--- config.mk ---
export PLATFORM = sky130hd
export DESIGN_NAME = se_kernel_with_gradients_core
export DESIGN_NICKNAME = d
export VERILOG_FILES = /design/src/rtl/sek_pkg.sv /design/src/rtl/se_kernel_with_gradients_core.sv /design/src/rtl/sek_mul.sv
export SDC_FILE = /design/constraint.sdc
export NUM_CORES = 2
export LEC_CHECK = 0
export ABC_AREA = 1
export BUFFER_PORTS_ARGS = -buffer_cell sky130_fd_sc_hd__buf_2
export CAP_MARGIN = 20
export CORE_ASPECT_RATIO = 0.75
export CORE_UTILIZATION = 30
export DETAILED_ROUTE_END_ITERATION = 7
export MAX_ROUTING_LAYER = met4
export PLACE_DENSITY_LB_ADDON = 0.15
export SLEW_MARGIN = 20
export SYNTH_ARGS = -nofsm -noshare
export SYNTH_HDL_FRONTEND = slang
export SYNTH_SLANG_ARGS = --single-unit
--- constraint.sdc ---
create_clock -name clk -period 26.3 [get_ports clk]
set_input_delay 1.315 -clock clk [delete_from_list [all_inputs] [get_ports clk]]
set_output_delay 1.315 -clock clk [all_outputs]
set_load 0.02 [all_outputs]
--- src/rtl/sek_pkg.sv ---
// ----------------------------------------------------------------------------
// sek_pkg
// Shared types and constants for the squared-exponential kernel core.
// ----------------------------------------------------------------------------
package sek_pkg;

  // coordinate width, signed Q4.12
  localparam int COORD_W = 16;

  // configuration port
  localparam int CFG_IDX_W  = 1;
  localparam int CFG_DATA_W = 32;
  localparam logic [CFG_IDX_W-1:0] REG_INV_LEN_SQ = 1'd0;
  localparam logic [CFG_IDX_W-1:0] REG_SIGNAL_VAR = 1'd1;

  localparam logic [23:0] INV_LEN_SQ_RST = 24'd65536;
  localparam logic [31:0] SIGNAL_VAR_RST = 32'd65536;

  // fixed-point constants
  localparam logic [39:0] ACC_MAX        = 40'hFF_FFFF_FFFF;
  localparam logic [31:0] HALF_LOG2E_Q16 = 32'd47274;
  localparam logic [31:0] LN2_Q16        = 32'd45426;
  localparam logic [31:0] RECIP3_Q33     = 32'hAAAA_AAAB;
  localparam logic [30:0] ONE_Q30        = 31'h4000_0000;

  typedef struct packed {
    logic signed [COORD_W-1:0] a_coord;
    logic signed [COORD_W-1:0] b_coord;
    logic                      last_coord;
  } sek_in_t;

  typedef struct packed {
    logic [31:0] kernel_value;
    logic [39:0] grad_log_lengthscale;
    logic [32:0] grad_log_variance;
    logic        saturated;
  } sek_out_t;

endpackage

--- src/rtl/se_kernel_with_gradients_core.sv ---
// ----------------------------------------------------------------------------
// se_kernel_with_gradients_core
// Squared-exponential kernel entry with log-lengthscale and log-variance
// gradients, fed one coordinate pair per transfer.
// ----------------------------------------------------------------------------
// Each coordinate transfer goes through accept, square and accumulate; the
// square uses one shared 32x32 multiplier. The transfer marked last then
// runs a 22-step sequence on that same multiplier (distance scaling, exp2
// split, Horner polynomial, variance scaling, gradient product), and the
// next coordinate is taken once the sequencer is back in idle, which it
// enters as the result is loaded. in_stall is high while a coordinate is in
// work, and a result waits in the output register until taken; the sequence
// holds at its final step while that register is full and stalled.
module se_kernel_with_gradients_core (
  input  logic                             clk,
  input  logic                             rst_n,
  input  logic                             in_valid,
  output logic                             in_stall,
  input  sek_pkg::sek_in_t                 in_data,
  output logic                             out_valid,
  input  logic                             out_stall,
  output sek_pkg::sek_out_t                out_data,
  input  logic                             cfg_we,
  input  logic [sek_pkg::CFG_IDX_W-1:0]    cfg_addr,
  input  logic [sek_pkg::CFG_DATA_W-1:0]   cfg_wdata
);
  import sek_pkg::*;

  typedef enum logic [4:0] {
    S_IDLE, S_SQ, S_ACC,
    S_R0, S_R1, S_R2,
    S_Y0, S_Y1, S_Y2,
    S_V, S_H0, S_H1, S_H2, S_H3, S_H4, S_H5, S_H6, S_H7,
    S_E0, S_E1, S_K0, S_K1,
    S_G0, S_G1, S_G2
  } state_t;

  state_t              state_r;
  logic [23:0]         inv_len_sq_r;
  logic [31:0]         signal_var_r;
  logic [COORD_W-1:0]  mag_r;
  logic                last_r;
  logic [39:0]         dist_r;
  logic                clip_r;
  logic [43:0]         lo_r;
  logic [39:0]         rr_r;
  logic [23:0]         n_r;
  logic [15:0]         f_r;
  logic [28:0]         v_r;
  logic [30:0]         h_r;
  logic [30:0]         e_r;
  logic [31:0]         k_r;
  logic                out_valid_r;
  sek_out_t            out_r;

  logic                mul_en;
  logic [31:0]         mul_a;
  logic [31:0]         mul_b;
  logic [63:0]         prod;

  logic                in_xfer;
  logic                out_free;
  logic                out_load;
  logic [COORD_W:0]    diff;
  logic [COORD_W-1:0]  mag_nxt;
  logic [64:0]         acc_sum;
  logic [64:0]         r_sum;
  logic [63:0]         y_sum;
  logic [63:0]         k_shift;
  logic [5:0]          k_amt;
  logic [56:0]         gl_sum;
  logic                gl_sat;

  assign in_stall  = (state_r != S_IDLE);
  assign in_xfer   = in_valid && !in_stall;
  assign out_valid = out_valid_r;
  assign out_data  = out_r;
  assign out_free  = !out_valid_r || !out_stall;
  assign out_load  = (state_r == S_G2) && out_free;

  // configuration registers
  always_ff @(posedge clk) begin
    if (!rst_n) begin
      inv_len_sq_r <= INV_LEN_SQ_RST;
      signal_var_r <= SIGNAL_VAR_RST;
    end else if (cfg_we) begin
      unique case (cfg_addr)
        REG_INV_LEN_SQ: inv_len_sq_r <= cfg_wdata[23:0];
        REG_SIGNAL_VAR: signal_var_r <= cfg_wdata[31:0];
        default:        ;
      endcase
    end
  end

  // coordinate difference magnitude
  assign diff    = {in_data.a_coord[COORD_W-1], in_data.a_coord}
                 - {in_data.b_coord[COORD_W-1], in_data.b_coord};
  assign mag_nxt = diff[COORD_W] ? COORD_W'(-diff) : diff[COORD_W-1:0];

  // shared multiplier
  sek_mul u_mul (
    .clk    (clk),
    .en     (mul_en),
    .op_a   (mul_a),
    .op_b   (mul_b),
    .prod_r (prod)
  );

  // multiplier operand select
  always_comb begin
    mul_en = 1'b1;
    mul_a  = '0;
    mul_b  = '0;
    unique case (state_r)
      S_SQ: begin mul_a = 32'(mag_r);          mul_b = 32'(mag_r);          end
      S_R0: begin mul_a = 32'(dist_r[19:0]);   mul_b = 32'(inv_len_sq_r);   end
      S_R1: begin mul_a = 32'(dist_r[39:20]);  mul_b = 32'(inv_len_sq_r);   end
      S_Y0: begin mul_a = 32'(rr_r[19:0]);     mul_b = HALF_LOG2E_Q16;      end
      S_Y1: begin mul_a = 32'(rr_r[39:20]);    mul_b = HALF_LOG2E_Q16;      end
      S_V:  begin mul_a = 32'(f_r);            mul_b = LN2_Q16;             end
      S_H1, S_H4, S_H6: begin
        mul_a = 32'(v_r);
        mul_b = 32'(h_r);
      end
      S_H2: begin mul_a = prod[61:30];         mul_b = RECIP3_Q33;          end
      S_E0: begin mul_a = 32'(h_r);            mul_b = 32'(h_r);            end
      S_K0: begin mul_a = signal_var_r;        mul_b = 32'(e_r);            end
      S_G0: begin mul_a = k_r;                 mul_b = 32'(rr_r[19:0]);     end
      S_G1: begin mul_a = k_r;                 mul_b = 32'(rr_r[39:20]);    end
      default: mul_en = 1'b0;
    endcase
  end

  // datapath post-processing
  assign acc_sum = {25'd0, dist_r} + {1'b0, prod};
  assign r_sum   = {1'b0, prod[43:0], 20'd0} + {21'd0, lo_r};
  assign y_sum   = {prod[43:0], 20'd0} + {20'd0, lo_r};
  assign k_amt   = 6'd30 + n_r[5:0];
  assign k_shift = prod >> k_amt;
  assign gl_sum  = {1'b0, prod[51:0], 4'd0} + {21'd0, lo_r[35:0]};
  assign gl_sat  = (gl_sum[56:40] != '0);

  // sequencer, working registers and output register
  always_ff @(posedge clk) begin
    if (!rst_n) begin
      state_r     <= S_IDLE;
      dist_r      <= '0;
      clip_r      <= 1'b0;
      out_valid_r <= 1'b0;
    end else begin
      if (out_load) begin
        out_valid_r <= 1'b1;
      end else if (out_valid_r && !out_stall) begin
        out_valid_r <= 1'b0;
      end
      unique case (state_r)
        S_IDLE: begin
          if (in_xfer) begin
            mag_r   <= mag_nxt;
            last_r  <= in_data.last_coord;
            state_r <= S_SQ;
          end
        end
        S_SQ: state_r <= S_ACC;
        S_ACC: begin
          // saturating accumulate of the squared difference
          if (acc_sum > {25'd0, ACC_MAX}) begin
            dist_r <= ACC_MAX;
            clip_r <= 1'b1;
          end else begin
            dist_r <= acc_sum[39:0];
          end
          state_r <= last_r ? S_R0 : S_IDLE;
        end
        S_R0: state_r <= S_R1;
        S_R1: begin
          lo_r    <= prod[43:0];
          state_r <= S_R2;
        end
        S_R2: begin
          rr_r    <= r_sum[63:24];
          state_r <= S_Y0;
        end
        S_Y0: state_r <= S_Y1;
        S_Y1: begin
          lo_r    <= prod[43:0];
          state_r <= S_Y2;
        end
        S_Y2: begin
          // integer and fraction of r*log2(e)/2
          n_r     <= y_sum[55:32];
          f_r     <= y_sum[31:16];
          state_r <= S_V;
        end
        S_V: state_r <= S_H0;
        S_H0: begin
          v_r     <= prod[31:3];
          h_r     <= ONE_Q30 - 31'(prod[31:5]);
          state_r <= S_H1;
        end
        S_H1: state_r <= S_H2;
        S_H2: state_r <= S_H3;
        S_H3: begin
          // divide by three through the reciprocal product
          h_r     <= ONE_Q30 - prod[63:33];
          state_r <= S_H4;
        end
        S_H4: state_r <= S_H5;
        S_H5: begin
          h_r     <= ONE_Q30 - prod[61:31];
          state_r <= S_H6;
        end
        S_H6: state_r <= S_H7;
        S_H7: begin
          h_r     <= ONE_Q30 - prod[60:30];
          state_r <= S_E0;
        end
        S_E0: state_r <= S_E1;
        S_E1: begin
          e_r     <= prod[60:30];
          state_r <= S_K0;
        end
        S_K0: state_r <= S_K1;
        S_K1: begin
          // apply the 2^-n part, underflow to zero
          k_r     <= (n_r < 24'd34) ? k_shift[31:0] : 32'd0;
          state_r <= S_G0;
        end
        S_G0: state_r <= S_G1;
        S_G1: begin
          lo_r    <= 44'(prod[51:16]);
          state_r <= S_G2;
        end
        S_G2: begin
          if (out_free) begin
            out_r.kernel_value         <= k_r;
            out_r.grad_log_lengthscale <= gl_sat ? ACC_MAX : gl_sum[39:0];
            out_r.grad_log_variance    <= {k_r, 1'b0};
            out_r.saturated            <= clip_r || gl_sat;
            dist_r                     <= '0;
            clip_r                     <= 1'b0;
            state_r                    <= S_IDLE;
          end
        end
        default: state_r <= S_IDLE;
      endcase
    end
  end

  // a new result only comes out of the final step
  a_result_from_final: assert property (@(posedge clk) disable iff (!rst_n)
    $rose(out_valid_r) |-> $past(state_r == S_G2))
    else $error("result raised outside the final step");

  // variance gradient is always twice the kernel value
  a_grad_var: assert property (@(posedge clk) disable iff (!rst_n)
    out_valid_r |-> (out_r.grad_log_variance == {out_r.kernel_value, 1'b0}))
    else $error("variance gradient mismatch");

  // an accepted coordinate always goes to the squaring step
  a_accept_seq: assert property (@(posedge clk) disable iff (!rst_n)
    in_xfer |=> (state_r == S_SQ))
    else $error("accepted coordinate not squared");

endmodule

--- src/rtl/sek_mul.sv ---
// ----------------------------------------------------------------------------
// sek_mul
// Shared 32x32 unsigned multiplier with a registered product.
// ----------------------------------------------------------------------------
module sek_mul (
  input  logic        clk,
  input  logic        en,
  input  logic [31:0] op_a,
  input  logic [31:0] op_b,
  output logic [63:0] prod_r
);

  // product register, holds when not enabled
  always_ff @(posedge clk) begin
    if (en) begin
      prod_r <= op_a * op_b;
    end
  end

endmodule
# --- After elaboration in Yosys (flattened, before gate mapping) ---
# Index checks and enable logic that the tools add are counted.
word_totals:
  in_bits: 71
  register_bits: 504
classes:
  shifts: 1
  magnitude_cmp: 2
  eq_ne: 27
  n_mux: 18
  n_reduce_logical: 36
  n_addsub: 11
  mul: 1
  bitwise: 1
ops:
  columns: ["operator", "count"]
  rows:
  - ["case mux 32 bit (11 select lines)", 1]
  - ["case mux 32 bit (9 select lines)", 1]
  - ["case mux 5 bit (25 select lines)", 1]
  - ["case mux 31 bit (4 select lines)", 1]
  - ["subtractor 31 bit, first input constant", 3]
  - ["case mux 44 bit (2 select lines)", 1]
  - ["2-to-1 mux 40 bit", 2]
  - ["case mux 40 bit (2 select lines)", 1]
  - ["adder 40 x 64 -> 65 bit", 1]
  - ["> comparator 65 x 40 -> 1 bit, second input constant", 1]
  - ["adder 64 x 44 -> 64 bit", 1]
  - ["multiplier 32 x 32 -> 64 bit", 1]
  - [">> shifter 64 x 6 -> 32 bit", 1]
  - ["adder 56 x 36 -> 57 bit", 1]
  - ["adder 56 x 44 -> 56 bit", 1]
  - ["equality test 5 bit, second input constant", 9]
  - ["equality test 5 x 4 -> 1 bit, second input constant", 8]
  - ["subtractor 31 x 27 -> 31 bit, first input constant", 1]
  - ["less-than comparator 24 x 6 -> 1 bit, second input constant", 1]
  - ["AND reduction 2 bit", 11]
  - ["equality test 5 x 3 -> 1 bit, second input constant", 4]
  - ["nonzero test 17 bit", 1]
  - ["subtractor 16 x 16 -> 17 bit", 1]
  - ["2-to-1 mux 16 bit", 1]
  - ["other kinds (22)", 42]

# --- Longest topological paths before layout ---
logic_depth:
  depth_word: 5
  mapped_depth: 47
  ltp_nobuf: 45

# --- Cells and area by module ---
# Synthesis repeated with hierarchy kept, for this count alone.
hier_totals:
  hier_cells: 9495
  area_unflattened_um2: 70700.3
by_module_without_submodules:
  columns: ["mod", "area_each_um2", "n_inst", "seq_area_each_um2", "cells_each"]
  rows:
  - ["sek_mul", 37998.9, 1, 1921.8, 5027]
  - ["se_kernel_with_gradients_core", 32701.4, 1, 12181.7, 4468]

# --- Least setup slack after synthesis ---
# Ideal clock, no wire load.
synth_path:
  path_type: "register to register"
  start: "register state_r[0]"
  end: "register u_mul.prod_r[59] (data pin)"
  arrival_time_ps: 7985
  synth_period_minus_slack_ps: 8238
  n_path_buf: 4
  required_ps: 26048
  path_stages_with_launch: 40
  path_slack_ps: 18062
  cell_sequence: "dfxtp_1 > nand2_2 > nor2_2 > inv_2 > nor2_4 > buf_6 > inv_2 > buf_6 > o22ai_1 > a221oi_1 > and3_1 > buf_2 > inv_2 > buf_4 > nand2_1 > fa_1 > inv_1 > fa_1 > (+4 left out) > fa_1 > fa_1 > fa_1 > inv_1 > fa_1 > inv_1 > ha_1 > nand2_1 > nor2_1 > nand2_1 > nor4_1 > nand2_1 > nand4_1 > a21oi_1 > o21ai_0 > nand4_1 > nand3_1 > nand2_1"
synth_between:
  elab_chain_len: 4
synth_rtl:
  columns: ["item", "line_no", "rtl"]
  rows:
  - ["start, declared", "se_kernel_with_gradients_core.sv:38", "state_t state_r;"]
  - ["start signal, assigned", "se_kernel_with_gradients_core.sv:173", "state_r <= last_r ? S_R0 : S_IDLE;"]
  - ["equality test 5 bit (tied with other cells)", "se_kernel_with_gradients_core.sv:114", "unique case (state_r)"]
  - ["OR reduction 4 bit (no line) (tied with other cells)", null, null]
  - ["case mux 32 bit (9 select lines) / case mux 32 bit (11 select lines) (equally long branches)", "se_kernel_with_gradients_core.sv:114", null]
  - ["multiplier 32 x 32 -> 64 bit *", "sek_mul.sv:16", "prod_r <= op_a * op_b;"]
  - ["end signal, assigned", "sek_mul.sv:16", null]
  - ["end, declared", "sek_mul.sv:10", "output logic [63:0] prod_r"]
# Every way passes the cells marked *; elsewhere a longest branch is shown, timed or not.
# A chain may end at the register's enable or synchronous reset.

# --- Worst setup path in the final report ---
layout_path:
  start: "register state_r[4]"
  end: "register u_mul.prod_r[62] (data pin)"
# The elaborated chain is that of the path after synthesis.

==> results.txt <==
H-tree levels: 2
Setup crit end kind: register
Final Non-Filler Cells: 11,800
CTS root buffer: clkbuf_16
CTS sink count: 504
Final core occ: 0.330
Final setup violation count: 0
Worst VDD drop: 0.0627 mV
CP max stage delay: 1.04 ns
Hold Fails Final Rpt: 0
Die H: 416 um
DRT antenna net count: 0
Grt ovf: 0
Iter 0 DRT Violations: 7,343
Initial antenna violation count: 39
Synthesized area: 68,600 um^2
Static Leak: 35.9 nW
Worst path required time: 26.70 ns
Via-to-Cell Ratio: 5.17
Mapped Avg Cell Area: 7.85 um^2
Fmax: 0.0765 GHz
Post-CTS Resized: 0
Global-route wire length before repair: 478,000 um
Syn nets: 10,100
EDFF count, synth: 401
Core Area: 227,000 um^2
Die area: 231,000 um^2
R2R cell count: 32
Share of cells above drive strength 1: 0.0751
Postcts setup bufs: 0
Gpl congestion: 1.01
Clk Latency, worst-skew pair: 0.70 ns
Post-DP HPWL: 280,000 um
Placement Rows: 151
P per Cell Area: 58.3 nW/um^2
Global Route Usage Sum: 0.304
Final Power: 4.36 mW
Worst-path clk slew: 0.07 ns
Fin crit share: 0.497
Top_reg_cell synth: edfxtp_1
RSZ-0062 raised after global routing: no
Largest net degree at the start of global routing: 84
Worst Hold Class: reg2reg
Number of max-cap violations: 0
Total detailed-routing wirelength: 345,000 um
Seq/Total Area, Yosys: 0.206
Worst-margin pin slew: 1.17 ns
CP Max Fanout: 24
Final Instance Area: 74,800 um^2
P&R area growth vs syn: 9.04%
Layout Nets: 10,100
Layout fillers: 24,300
Clk buf depth: 3
Cell Area, Placed: 72,800 um^2
First-pass DRT Iterations: 8
Nature of the critical path startpoint: register
Die X: 554 um
Critical path depth: 32
Syn Inst Count: 8,732
Slew Limit Fails: 0
Worst path slowest cell: nor4_1
Worst hold stages: 2
Hold-fix buffers at CTS: 0
Yosys cell types: 76
DRC Markers: 0
Top cell by count, worst path: fa_1
Tmin final: 13.07 ns
Setup tns final: 0 ns
Final Skew: 0.0368 ns
Post-synthesis async set-or-reset flop share: 0
Worst relative slew slack: 0.212
Reg area: 14,100 um^2
CP bufs+invs: 10
Syn. warnings: 0
Io pins: 179
Port Buffers: 177
Setup CP Type: reg2reg
Crit path max-delay family: adder cells
Vias in the first global route: 59,400
Area of the multi-input gates: 45,400 um^2
Starting Density: 0.303
Routed via count: 61,100
Critical Path AT: 13.46 ns
Num CTS Buffers: 58
Run status: completed
TritonCTS clock tree: done
Dpl cells: 11,700
DR WL/cell: 29.2 um
Register bit total from synthesis: 504
synthesized netlist by cell type, drive strengths merged, types with 91 or more instances:
library cell | instances | area share
nor2 | 904 | 0.052
nand3 | 168 | 0.012
buf | 267 | 0.023
ha | 378 | 0.069
edfxtp | 401 | 0.18
xor2 | 151 | 0.019
clkbuf | 100 | 0.0055
inv | 1936 | 0.11
fa | 900 | 0.26
dfxtp | 103 | 0.030
o21ai | 397 | 0.029
nand4 | 91 | 0.0083
mux2i | 98 | 0.014
a21oi | 356 | 0.027
nand2 | 1913 | 0.11
power by group:
group / leakage (nW) / switching [mW] / internal [mW]
combinational: 30.6 / 1.82 / 0.580
sequential: 4.36 / 0.107 / 0.997
clock: 0.931 / 0.391 / 0.472
total: 35.9 / 2.31 / 2.05
worst min-delay path, stage by stage (launching register included):
cell and delay (ns):
dfxtp_1 0.33, nand2_1 0.05, nand3_1 0.05
cell families (layout without fill, tap and decap cells):
group / after synthesis / in the layout / synth area share
AO/OA/AOI/OAI: 1079 / 1079 / 0.0927
buffers and inverters: 2316 / 2409 / 0.135
XOR/XNOR: 233 / 233 / 0.0298
adder cells (fa/ha/maj): 1278 / 1278 / 0.332
AND/OR/NAND/NOR: 3223 / 3223 / 0.191
multiplexers: 98 / 98 / 0.0143
flip-flops: 504 / 504 / 0.206
other: 1 / 14 / 0.0000547
placed cells by master (no fill, tap or decap), drive strengths merged, types with 151 or more instances in the layout:
master  instances
a21oi         356
buf           349
edfxtp        401
fa            900
ha            378
inv          1938
nand2        1913
nand3         168
nor2          904
o21ai         397
xor2          151
area by class of cell:
type,instances,area share
diodes,13,0.000435
clock buffers,82,0.0222
clock inverters,27,0.00351
inverters,1949,0.0979
multi-input cells,5912,0.608
flip-flops and latches,504,0.189
well taps,2983,0.0499
repair buffers,351,0.0297
path summary, 6_finish.rpt:
kind         slack (ns)                           from                             to
max reg2reg       13.23        state_r[4]$_SDFFE_PN0P_     u_mul.prod_r[62]$_DFFE_PP_
min reg2reg        0.47  inv_len_sq_r[16]$_SDFFE_PN1P_  inv_len_sq_r[16]$_SDFFE_PN1P_
max               13.23        state_r[4]$_SDFFE_PN0P_     u_mul.prod_r[62]$_DFFE_PP_
min                0.47  inv_len_sq_r[16]$_SDFFE_PN1P_  inv_len_sq_r[16]$_SDFFE_PN1P_
through the flow:
step,setup WS (ns),hold WS [ns]
4_1_cts,13.86,0.469
5_1_grt,13.17,0.494
3_5_place_dp,13.89,0.453
6_report,13.23,0.467
3_3_place_gp,13.79,0.445
2_1_floorplan,18.06,0.421
per-layer routing:
metal,part of all wire,track usage,up-vias
li1,-,-,27000
met1,0.49,0.463,31200
met3,0.091,0.0557,292
met5,0,-,-
met2,0.40,0.415,2670
met4,0.022,0.0584,0
state kept, by name, indices dropped and copies added (netlist names):
name,cells
n_r,24
u_mul.prod_r,64
out_valid,1
signal_var_r,32
clip_r,1
k_r,32
state_r,5
dist_r,40
out_data,73
h_r,31
inv_len_sq_r,24
v_r,29
e_r,31
rr_r,40
mag_r,16
last_r,1
lo_r,44
f_r,16
(Power assumes the default switching activity.)
